### src/sv/irigb_pkg.sv
// Package with constants, types and lookup functions of the IRIG-B pulse frame decoder.
package irigb_pkg;

	localparam int FRAME_LEN      = 100;
	localparam int MARKER_SPACING = 10;
	localparam int POS_W          = 7;
	localparam int WIDTH_W        = 8;
	localparam int CFG_INDEX_W    = 2;
	localparam int ACC_W          = 8;
	localparam int DAY_W          = 9;
	localparam int TDATA_OUT_W    = 48;
	localparam int TUSER_OUT_W    = 3;

	localparam logic [WIDTH_W-1:0] ZERO_LIMIT_RST = 8'd3;
	localparam logic [WIDTH_W-1:0] ONE_LIMIT_RST  = 8'd6;
	localparam logic [WIDTH_W-1:0] MARKER_MIN_RST = 8'd7;

	typedef enum logic [1:0] {
		SYM_ZERO    = 2'd0,
		SYM_ONE     = 2'd1,
		SYM_MARKER  = 2'd2,
		SYM_IGNORED = 2'd3
	} sym_class_t;

	typedef enum logic [CFG_INDEX_W-1:0] {
		CFG_ZERO_LIMIT = 2'd0,
		CFG_ONE_LIMIT  = 2'd1,
		CFG_MARKER_MIN = 2'd2,
		CFG_UNUSED     = 2'd3
	} cfg_index_t;

	localparam logic [ACC_W-1:0] BCD2_W [0:8] = '{
		8'd1, 8'd2, 8'd4, 8'd8, 8'd0, 8'd10, 8'd20, 8'd40, 8'd80
	};

	localparam logic [DAY_W-1:0] BCD3_W [0:13] = '{
		9'd1, 9'd2, 9'd4, 9'd8, 9'd0, 9'd10, 9'd20, 9'd40, 9'd80,
		9'd0, 9'd100, 9'd200, 9'd0, 9'd0
	};

	function automatic logic [ACC_W-1:0] bcd2_weight(logic [3:0] idx);
		logic [ACC_W-1:0] w;
		w = '0;
		if (idx <= 4'd8) begin
			w = BCD2_W[idx];
		end
		return w;
	endfunction

	function automatic logic [DAY_W-1:0] bcd3_weight(logic [3:0] idx);
		logic [DAY_W-1:0] w;
		w = '0;
		if (idx <= 4'd13) begin
			w = BCD3_W[idx];
		end
		return w;
	endfunction

	// True at position 0 and at every position one before a multiple of the spacing.
	function automatic logic is_marker_pos(logic [POS_W-1:0] pos);
		logic hit;
		hit = (pos == '0);
		for (int k = 0; k * MARKER_SPACING + MARKER_SPACING - 1 < (1 << POS_W); k++) begin
			if (pos == POS_W'(k * MARKER_SPACING + MARKER_SPACING - 1)) begin
				hit = 1'b1;
			end
		end
		return hit;
	endfunction

endpackage

### src/sv/irig_b_pulse_frame_decoder_core.sv
// Top level of the IRIG-B pulse frame decoder: classify, accumulate and report frames.
//
//  Channel   Direction  Handshake            Payload
//  s_*       in         s_tvalid/s_tready    s_tdata: pulse_width_ms
//  m_*       out        m_tvalid/m_tready    m_tdata: five time values; m_tlast: frame done;
//                                            m_tuser: class, frame valid
//  cfg_*     in         cfg_valid/cfg_ready  cfg_index, cfg_data: threshold registers
//
// Each item is classified and the frame state updated at the edge that accepts it, and the
// result appears in the output register on the next cycle.
// One item per cycle is sustained while m_tready stays high; the single output register sets the figure.
// The input is stalled only while the output register holds a result not yet taken.
// Reset clears the frame state and loads the default thresholds; no clearing pass is needed.
module irig_b_pulse_frame_decoder_core
	import irigb_pkg::*;
(
	input  logic                     clk,
	input  logic                     arst_n,
	input  logic                     s_tvalid,
	output logic                     s_tready,
	input  logic [WIDTH_W-1:0]       s_tdata,   // [7:0] pulse_width_ms
	output logic                     m_tvalid,
	input  logic                     m_tready,
	// [7:0] seconds_value, [15:8] minutes_value, [23:16] hours_value,
	// [32:24] day_value, [40:33] year_value, [47:41] zero
	output logic [TDATA_OUT_W-1:0]   m_tdata,
	output logic                     m_tlast,
	// [1:0] symbol_class, [2] frame_valid
	output logic [TUSER_OUT_W-1:0]   m_tuser,
	input  logic                     cfg_valid,
	output logic                     cfg_ready,
	input  logic [CFG_INDEX_W-1:0]   cfg_index,
	input  logic [WIDTH_W-1:0]       cfg_data
);

	logic [WIDTH_W-1:0] zero_limit_q, one_limit_q, marker_min_q;
	logic               prev_marker_q;
	logic [POS_W-1:0]   pos_q;
	logic [ACC_W-1:0]   sec_q, min_q, hour_q, year_q;
	logic [DAY_W-1:0]   day_q;
	logic               markers_ok_q;
	logic               m_valid_q;
	logic [TDATA_OUT_W-1:0] m_data_q;
	logic               m_last_q;
	logic [TUSER_OUT_W-1:0] m_user_q;

	logic               s_accept;
	sym_class_t         cls;
	logic               restart;
	logic [POS_W-1:0]   pos;
	logic [POS_W-1:0]   off_sec, off_min, off_hour, off_day, off_year;
	logic               done;
	logic               prev_marker_nxt;
	logic [POS_W-1:0]   pos_nxt;
	logic [ACC_W-1:0]   sec_nxt, min_nxt, hour_nxt, year_nxt;
	logic [DAY_W-1:0]   day_nxt;
	logic               markers_ok_nxt;
	logic [ACC_W-1:0]   sec_acc, min_acc, hour_acc, year_acc;
	logic [DAY_W-1:0]   day_acc;
	logic               mok_acc;
	logic [TDATA_OUT_W-1:0] res_data;
	logic               res_last;
	logic [TUSER_OUT_W-1:0] res_user;

	assign s_tready  = !m_valid_q || m_tready;
	assign s_accept  = s_tvalid && s_tready;
	assign m_tvalid  = m_valid_q;
	assign m_tdata   = m_data_q;
	assign m_tlast   = m_last_q;
	assign m_tuser   = m_user_q;
	assign cfg_ready = 1'b1;

	always_comb begin
		cls = SYM_IGNORED;
		if (s_tdata < zero_limit_q) begin
			cls = SYM_ZERO;
		end else if (s_tdata < one_limit_q) begin
			cls = SYM_ONE;
		end
		if (s_tdata >= marker_min_q) begin
			cls = SYM_MARKER;
		end
	end

	always_comb begin
		restart  = (cls == SYM_MARKER) && prev_marker_q;
		pos      = restart ? '0 : pos_q;
		sec_acc  = restart ? '0 : sec_q;
		min_acc  = restart ? '0 : min_q;
		hour_acc = restart ? '0 : hour_q;
		day_acc  = restart ? '0 : day_q;
		year_acc = restart ? '0 : year_q;
		mok_acc  = restart ? 1'b1 : markers_ok_q;
		off_sec  = pos - POS_W'(1);
		off_min  = pos - POS_W'(10);
		off_hour = pos - POS_W'(20);
		off_day  = pos - POS_W'(30);
		off_year = pos - POS_W'(50);

		if (is_marker_pos(pos)) begin
			if (cls != SYM_MARKER) begin
				mok_acc = 1'b0;
			end
		end else if (cls == SYM_ONE) begin
			if (pos >= POS_W'(1) && pos <= POS_W'(8)) begin
				sec_acc = sec_acc + bcd2_weight(off_sec[3:0]);
			end else if (pos >= POS_W'(10) && pos <= POS_W'(18)) begin
				min_acc = min_acc + bcd2_weight(off_min[3:0]);
			end else if (pos >= POS_W'(20) && pos <= POS_W'(28)) begin
				hour_acc = hour_acc + bcd2_weight(off_hour[3:0]);
			end else if (pos >= POS_W'(30) && pos <= POS_W'(43)) begin
				day_acc = day_acc + bcd3_weight(off_day[3:0]);
			end else if (pos >= POS_W'(50) && pos <= POS_W'(58)) begin
				year_acc = year_acc + bcd2_weight(off_year[3:0]);
			end
		end

		done = ({1'b0, pos} + (POS_W+1)'(1)) >= (POS_W+1)'(FRAME_LEN);

		prev_marker_nxt = prev_marker_q;
		pos_nxt         = pos_q;
		sec_nxt         = sec_q;
		min_nxt         = min_q;
		hour_nxt        = hour_q;
		day_nxt         = day_q;
		year_nxt        = year_q;
		markers_ok_nxt  = markers_ok_q;
		res_data        = '0;
		res_last        = 1'b0;
		res_user        = {1'b0, cls};

		if (cls != SYM_IGNORED) begin
			prev_marker_nxt = (cls == SYM_MARKER);
			if (done) begin
				res_user       = {mok_acc, cls};
				res_last       = 1'b1;
				res_data       = {7'd0, year_acc, day_acc, hour_acc, min_acc, sec_acc};
				pos_nxt        = '0;
				sec_nxt        = '0;
				min_nxt        = '0;
				hour_nxt       = '0;
				day_nxt        = '0;
				year_nxt       = '0;
				markers_ok_nxt = 1'b1;
			end else begin
				pos_nxt        = pos + POS_W'(1);
				sec_nxt        = sec_acc;
				min_nxt        = min_acc;
				hour_nxt       = hour_acc;
				day_nxt        = day_acc;
				year_nxt       = year_acc;
				markers_ok_nxt = mok_acc;
			end
		end
	end

	always_ff @(posedge clk or negedge arst_n) begin
		if (!arst_n) begin
			zero_limit_q <= ZERO_LIMIT_RST;
			one_limit_q  <= ONE_LIMIT_RST;
			marker_min_q <= MARKER_MIN_RST;
		end else if (cfg_valid && cfg_ready) begin
			unique case (cfg_index_t'(cfg_index))
				CFG_ZERO_LIMIT: zero_limit_q <= cfg_data;
				CFG_ONE_LIMIT:  one_limit_q  <= cfg_data;
				CFG_MARKER_MIN: marker_min_q <= cfg_data;
				CFG_UNUSED: begin
				end
			endcase
		end
	end

	always_ff @(posedge clk or negedge arst_n) begin
		if (!arst_n) begin
			prev_marker_q <= 1'b0;
			pos_q         <= '0;
			sec_q         <= '0;
			min_q         <= '0;
			hour_q        <= '0;
			day_q         <= '0;
			year_q        <= '0;
			markers_ok_q  <= 1'b1;
		end else if (s_accept) begin
			prev_marker_q <= prev_marker_nxt;
			pos_q         <= pos_nxt;
			sec_q         <= sec_nxt;
			min_q         <= min_nxt;
			hour_q        <= hour_nxt;
			day_q         <= day_nxt;
			year_q        <= year_nxt;
			markers_ok_q  <= markers_ok_nxt;
		end
	end

	always_ff @(posedge clk or negedge arst_n) begin
		if (!arst_n) begin
			m_valid_q <= 1'b0;
		end else if (s_accept) begin
			m_valid_q <= 1'b1;
		end else if (m_tready) begin
			m_valid_q <= 1'b0;
		end
	end

	always_ff @(posedge clk) begin
		if (s_accept) begin
			m_data_q <= res_data;
			m_last_q <= res_last;
			m_user_q <= res_user;
		end
	end

`ifndef SYNTHESIS
	a_pos_in_frame: assert property (@(posedge clk) disable iff (!arst_n)
		pos_q < POS_W'(FRAME_LEN))
		else $error("frame position reached the frame length");

	a_ignored_keeps_state: assert property (@(posedge clk) disable iff (!arst_n)
		s_accept && cls == SYM_IGNORED |=> $stable(pos_q) && $stable(prev_marker_q)
			&& $stable(markers_ok_q))
		else $error("ignored item changed the frame state");

	a_done_not_ignored: assert property (@(posedge clk) disable iff (!arst_n)
		m_valid_q && m_last_q |-> m_user_q[1:0] != SYM_IGNORED)
		else $error("frame completed by an ignored item");

	a_valid_needs_done: assert property (@(posedge clk) disable iff (!arst_n)
		m_valid_q && !m_last_q |-> m_user_q[2] == 1'b0 && m_data_q == '0)
		else $error("frame fields reported without a completed frame");

	a_done_clears_pos: assert property (@(posedge clk) disable iff (!arst_n)
		s_accept && cls != SYM_IGNORED && done |=> pos_q == '0 && markers_ok_q)
		else $error("frame state not cleared after a completed frame");
`endif

endmodule

### config.mk
export PLATFORM = sky130hd
export DESIGN_NAME = irig_b_pulse_frame_decoder_core
export DESIGN_NICKNAME = d
export VERILOG_FILES = /design/src/sv/irigb_pkg.sv /design/src/sv/irig_b_pulse_frame_decoder_core.sv
export SDC_FILE = /design/constraint.sdc
export NUM_CORES = 1
export LEC_CHECK = 0
export BUFFER_PORTS_ARGS = -buffer_cell sky130_fd_sc_hd__buf_2
export CORE_UTILIZATION = 65
export CTS_BUF_LIST = sky130_fd_sc_hd__clkbuf_2
export CTS_CLUSTER_DIAMETER = 100
export DETAILED_ROUTE_END_ITERATION = 16
export PLACE_DENSITY = 0.86
export SLEW_MARGIN = 20
export SYNTH_ARGS = -nofsm -noshare
export SYNTH_HDL_FRONTEND = slang
export SYNTH_SLANG_ARGS = --single-unit
### constraint.sdc
create_clock -name clk -period 9.9 [get_ports clk]
set_input_delay 2.475 -clock clk [delete_from_list [all_inputs] [get_ports clk]]
set_output_delay 2.475 -clock clk [all_outputs]
set_load 0.05 [all_outputs]
==> results of run 1 <==
## critical path: stages
cell	delay, ns
buf_2	0.09
inv_1	0.04
ha_1	0.27
nand2b_1	0.14
a2111o_1	0.47
a32oi_2	0.85
buf_4	0.44
nand2_1	0.21
inv_1	0.23
ha_1	0.56
ha_1	0.26
a21bo_2	0.23
o311a_1	0.28
o22a_1	0.22
a31oi_1	0.65
buf_4	0.26
a21o_1	0.28
a22o_1	0.20
## worst paths after layout
path                                      start   endpoint  slack [ns]  depth (start not counted)
max in group asynchronous                arst_n  hour_q[6]        7.38                          1
worst max-delay path                 s_tdata[0]  hour_q[5]        2.38                         18
worst max register to register  marker_min_q[0]  hour_q[5]        3.77                         16
worst min-delay path                   day_q[8]   day_q[8]        0.49                          1
worst min register to register         day_q[8]   day_q[8]        0.49                          1
min in group asynchronous                arst_n   day_q[8]        1.88                          1
## kinds of logic (layout without fill, tap and decap cells)
kind of cell / count (synthesis) / count (layout) / synth area share
XOR/XNOR: 26 / 26 / 0.0271
buffers and inverters: 100 / 167 / 0.0513
AND/OR/NAND/NOR: 292 / 292 / 0.176
flip-flops: 120 / 120 / 0.386
AO/OA/AOI/OAI: 212 / 212 / 0.173
multiplexers: 50 / 50 / 0.0626
adder cells (fa/ha/maj): 80 / 80 / 0.124
other: 2 / 9 / 0.000895
## through the flow
stage | cells | power [mW] | utilization | setup slack, ns
after floorplan | 888 | 1.19 | - | 2.62
after global placement | 1095 | 1.35 | 0.700 | 1.92
after detailed placement | 1095 | 1.37 | 0.700 | 1.75
after CTS | 1127 | 1.77 | 0.725 | 2.51
after global routing | 1128 | 1.88 | 0.725 | 2.14
final | 1128 | 1.77 | 0.725 | 2.38
## registers in the layout, summed over array words and instances (netlist names), 7 cells and up
signal	flops
day_q	9
hour_q	8
m_tdata	41
marker_min_q	8
min_q	8
one_limit_q	8
pos_q	7
sec_q	8
year_q	8
zero_limit_q	8
## placed cells by master, fill, tap and decap left out, types with 7 or more instances in the layout
master,Yosys,routed
a211oi_1,9,9
a21o_1,13,13
a21oi_1,40,40
a22o_1,28,28
and2_1,40,40
and3_1,8,8
buf_2,5,68
buf_4,9,9
clkbuf_2,0,17
conb_1,2,8
dfrtp_1,67,67
dfstp_2,8,8
edfxtp_1,45,45
ha_1,75,75
inv_1,58,57
mux2_2,20,20
mux2i_1,30,30
nand2_1,93,93
nand2b_1,12,12
nand3_1,14,14
nor2_1,65,65
nor2b_1,18,18
nor3_1,7,7
o21a_1,11,11
o21ai_0,48,48
xnor2_1,16,16
xor2_1,10,10
## layer usage
layer | share of wire | vias up | global-route usage
li1 | - | 3263 | -
met1 | 0.45 | 3209 | 0.382
met2 | 0.47 | 207 | 0.489
met3 | 0.054 | 61 | 0.0638
met4 | 0.032 | 0 | 0.142
met5 | 0 | - | 0
## report_power, final
group          total, mW  leakage [nW]  internal, mW  switching [mW]
clock              0.400         0.169         0.213           0.187
combinational      0.769          2.63         0.279           0.489
sequential         0.604          1.42         0.567          0.0368
total               1.77          4.22          1.06           0.713
## cell usage after synthesis (all sizes together) (4+ instances only)
| cell | instances | area share |
|---|---|---|
| or3 | 6 | 0.0045 |
| a21oi | 40 | 0.024 |
| o2bb2ai | 4 | 0.0042 |
| o211ai | 5 | 0.0045 |
| nand3 | 15 | 0.0095 |
| o31ai | 5 | 0.0051 |
| nor4 | 4 | 0.0073 |
| a22o | 28 | 0.029 |
| o21ai | 51 | 0.031 |
| xor2 | 10 | 0.010 |
| nand2 | 94 | 0.042 |
| nor3 | 7 | 0.0042 |
| a21o | 13 | 0.012 |
| o21a | 11 | 0.0098 |
| inv | 58 | 0.026 |
| nor2 | 67 | 0.031 |
| ha | 75 | 0.11 |
| nand4 | 4 | 0.0030 |
| a211oi | 9 | 0.0080 |
| a31oi | 4 | 0.0030 |
| and3 | 8 | 0.0060 |
| mux2i | 30 | 0.036 |
| o22a | 4 | 0.0042 |
| dfrtp | 67 | 0.20 |
| clkbuf | 24 | 0.011 |
| nand2b | 12 | 0.0089 |
| o22ai | 5 | 0.0037 |
| buf | 18 | 0.015 |
| xnor2 | 16 | 0.017 |
| edfxtp | 45 | 0.16 |
| nor2b | 18 | 0.013 |
| dfstp | 8 | 0.025 |
| and2 | 40 | 0.030 |
| nor3b | 4 | 0.0036 |
| mux2 | 20 | 0.027 |
| fa | 5 | 0.012 |
| a21boi | 5 | 0.0045 |
## layout make-up
cell class / instances / area (sq um) / area share
Clock inverter: 15 / 231 / 0.0253
Clock buffer: 17 / 85.1 / 0.00929
Multi-Input combinational cell: 668 / 4760 / 0.520
Timing Repair Buffer: 77 / 408 / 0.0446
Sequential cell: 120 / 3240 / 0.354
Antenna cell: 1 / 2.50 / 0.000273
Tap cell: 172 / 215 / 0.0235
Inverter: 58 / 218 / 0.0238
==> qor.csv, run 1 <==
metric,value,unit
status,completed,
cts_resized,0,
ctsHoldBuffers,0,
io_pins,78,
cts.sinks,120,
ir_drop,132,uV
cts_buffers,17,
ys_seq_area_frac,0.386,
root_buffer,clkbuf_2,
area_growth,9.05,%
wirelength,18.5,mm
place_congestion,0.920,
synth_area,8400,sq um
critical_path_class,input port to flip-flop,
ant_nets,0,
htree_levels,4,
min_period_over_period,0.760,
start_util,0.665,
n_fill_cell,942,
grt.overflow.total,0,
final_area,9160,sq um
drtIter0Drc,476,
hp-class,flip-flop to flip-flop,
async_reset_ff_frac,0.625,
cp-end-kind,flip-flop,
dieArea,13400,sq um
grt.total_usage,0.300,
synthCells,882,
yosys_warnings,0,
drive_gt1_frac,0.161,
worst_setup_hold_path_clk_slew,0.20,ns
syn_avg_cell_area,9.52,sq um
cts_setup_buffers,0,
hold_viol,0,
crit_arrival,8.18,ns
dr.pass1.iters,6,
synth_top_flop_cell,dfrtp_1,
cts_tree,yes,
ys_ff_latch,120,
yosysUniqueCellTypes,73,
cp_data_required_time,10.55,ns
drv_slew,0,
io_buffers,69,
cp_max_fo,28,
tightest_slew,1.05,ns
grt_first_pass_wirelength,31.0,mm
antenna_found_initial,1,
nNetsFinal,1045,
core-area,12600,sq um
min_period,7.52,ns
worst_clock_skew,0.0385,ns
start_kind,input port,
setup_viol,0,
vias_per_cell,5.98,
rsz0062_at_grt,no,
tns,0,ns
powerDensity,194,nW/um^2
holdWs,0.488,ns
grt_max_degree,76,
drc,0,
post_drt_wl_per_cell,16.4,um
die_w,116,um
hpwl,13.4,mm
dpl_cell_area,8840,sq um
grt_pass1_vias,6417,
vias,6740,
maxCapViolations,0,
max_slew_margin,0.299,
rows,41,
leakage,4.22,nW
synth-edff-count,45,
die_h,116,um
clk_latency,0.74,ns
cts_buffer_depth,2,
max_freq,133,MHz
Note: power is estimated with default switching activity, not from simulation.
==> run 2, diff against run 1 <==
--- a/config.mk
+++ b/config.mk
@@ -6,11 +6,11 @@
 export NUM_CORES = 1
 export LEC_CHECK = 0
 export BUFFER_PORTS_ARGS = -buffer_cell sky130_fd_sc_hd__buf_2
-export CORE_UTILIZATION = 65
+export CORE_UTILIZATION = 56
 export CTS_BUF_LIST = sky130_fd_sc_hd__clkbuf_2
 export CTS_CLUSTER_DIAMETER = 100
 export DETAILED_ROUTE_END_ITERATION = 16
-export PLACE_DENSITY = 0.86
+export PLACE_DENSITY = 0.79
 export SLEW_MARGIN = 20
 export SYNTH_ARGS = -nofsm -noshare
 export SYNTH_HDL_FRONTEND = slang
==> constraint.sdc (replaced) <==
create_clock -name clk -period 6.1 [get_ports clk]
set_input_delay 1.525 -clock clk [delete_from_list [all_inputs] [get_ports clk]]
set_output_delay 1.525 -clock clk [all_outputs]
set_load 0.05 [all_outputs]
==> run 2 against run 1 <==
- cell area rose by 0.45%
- register-to-register slack got worse by 2.6 ns
- highest routed layer unchanged
- sequential share of layout area fell by 0.16 points
- non-clock buffer count rose by 16
- flip-flop and latch count did not move
- final cell count rose by 2.5%
==> qor.csv, run 2 (synthesis gave the netlist of run 1 again) <==
metric,value,unit,change
grt.overflow.total,0,,unchanged
core-area,14600,sq um,+16%
max_freq,186,MHz,
rsz0062_at_grt,no,,
max_slew_margin,0.283,,-0.0154
clk_latency,0.73,ns,about the same
tns,0,ns,unchanged
cp_max_fo,6,,-79%
clock_power_share,0.173,,-0.053
cts_buffer_depth,2,,unchanged
power.share.sequential,0.351,,+0.010
root_buffer,clkbuf_2,,
layout_commonest_cell,nand2_1,,
powerDensity,303,nW/um^2,+57%
hold_viol,0,,unchanged
dp_slack,0.0835,ns,-1.67 ns
wl_met3,998,um,+0.81%
fin_ws,0.726,ns,-1.65 ns
drc,0,,unchanged
die_w,124,um,+7.6%
finalPower,2.79,mW,+57%
rrSetupSlack,1.17,ns,-2.60 ns
post_drt_wl_per_cell,16.5,um,+0.49%
die_h,124,um,+7.6%
p_switching,1.17,mW,+64%
cts_tree,yes,,
vias_per_cell,5.88,,-1.7%
min_period,5.37,ns,
ir_drop,149,uV,+12%
grt_max_degree,76,,unchanged
cpPeakStageDelay,0.47,ns,-0.38 ns
final_area,9200,sq um,+0.45%
grt_pass1_vias,6508,,+1.4%
hp-class,flip-flop to flip-flop,,
start_kind,input port,,
largest_reg_flops,41,,unchanged
hpwl,13.9,mm,+3.6%
antenna_found_initial,1,,unchanged
status,completed,,
cp_data_required_time,6.57,ns,-3.98 ns
grt_first_pass_wirelength,31.6,mm,+2.0%
vias,6792,,+0.77%
io_pins,78,,unchanged
route.layer.met1.wl,8.34,mm,+1.3%
dpl_cell_area,8980,sq um,+1.6%
worst_setup_hold_path_clk_slew,0.18,ns,-0.02 ns
nNetsFinal,1061,,+1.5%
final_cell_mix,"nand2_1 (93), ha_1 (75), buf_2 (68)",,
cts_resized,0,,unchanged
critical_path_class,input port to flip-flop,,
ant_nets,0,,unchanged
combinationalPowerShare,0.475,,+0.041
cts_buffers,17,,unchanged
p_int,1.62,mW,+53%
drive_gt1_frac,0.177,,+0.0159
rows,44,,+7.3%
dieArea,15500,sq um,+16%
dr.pass1.iters,8,,+2
crit_arrival,5.84,ns,-2.34 ns
ctsHoldBuffers,0,,unchanged
wirelength,19.1,mm,+3.0%
setup_viol,0,,unchanged
drtIter0Drc,583,,+22%
start_util,0.575,,-0.0898
top_layer_used,met4,,
cts_setup_buffers,0,,unchanged
drv_slew,0,,unchanged
worst_clock_skew,0.0307,ns,-0.00779 ns
place_congestion,0.928,,+0.91%
cp-end-kind,flip-flop,,
area_growth,9.54,%,
min_period_over_period,0.881,,
cts.sinks,120,,unchanged
htree_levels,4,,unchanged
switching_share,0.421,,+0.0181
critPathSlowestCell,a2111o_1,,
grt.total_usage,0.255,,-0.0448
io_buffers,69,,unchanged
leakage,4.26,nW,+1.1%
wl_met2,9.11,mm,+5.0%
maxCapViolations,0,,unchanged
path_cells,buf_2 > inv_1 > ha_1 > nand2b_1 > a2111o_1 > a32oi_2 > and2_2 > inv_1 > ha_1 > xnor2_1 > nor2_1 > ha_1 > inv_1 > fa_1 > nor2b_1 > o21a_1 > o21ai_0 > and4_1 > a2111oi_0 > or2_2 > a21oi_1,,
tightest_slew,1.06,ns,+0.0119 ns
run 2: cell count changes in the layout (fill, tap and decap cells not counted):
cell / change
clkinvlp_4: -2
buf_4: +15
clkinv_2: +2
buf_6: +1
a2bb2oi_1: -1
clkbuf_2: +4
bufinv_16: -4
and2_2: +1
and2_1: -1
a2bb2oi_2: +1
run 2: path summary, 6_finish.rpt:
kind	from	end	cells after the start
setup / recovery	s_tdata[0]	m_tdata[39]	21
hold / removal	day_q[8]	day_q[8]	1
setup reg to reg	marker_min_q[0]	m_tdata[39]	19
hold reg to reg	day_q[8]	day_q[8]	1
max in group asynchronous	arst_n	hour_q[2]	1
min in group asynchronous	arst_n	sec_q[5]	1
run 2: metrics by stage:
stage               utilization  std cells  hold slack [ns]
CTS                       0.630       1155            0.491
global placement          0.615       1123            0.455
global route              0.630       1156            0.523
detailed placement        0.615       1123            0.462
floorplan                     -        888            0.442
finish                    0.630       1156            0.493
run 2: power by group through the flow:
stage	sequential (mW)	clock (mW)	combinational, mW
6_report	0.980	0.483	1.33
5_1_grt	0.990	0.532	1.45
4_1_cts	0.979	0.497	1.31
3_5_place_dp	0.995	0	1.30
3_3_place_gp	0.993	0	1.28
2_1_floorplan	1.01	0	0.922
run 2: layer usage:
metal,vias to the layer above,track usage
li1,3289,-
met1,3233,0.322
met2,226,0.421
met3,44,0.0503
met4,0,0.117
met5,-,0
run 2: critical path, delay by kind of cell:
family | cells | cell delay, ns
XOR/XNOR | 1 | 0.23
AND/OR/NAND/NOR | 6 | 1.04
AO/OA/AOI/OAI | 6 | 1.55
adder cells (fa/ha/maj) | 4 | 1.20
buffers and inverters | 4 | 0.30
run 2: final cells by class:
type | instances | area (sq um)
Fill cell | 1226 | 5390
Multi-Input combinational cell | 668 | 4760
Sequential cell | 120 | 3240
Tap cell | 184 | 230
Inverter | 58 | 218
Clock buffer | 21 | 105
Clock inverter | 11 | 106
Antenna cell | 1 | 2.50
Timing Repair Buffer | 93 | 532
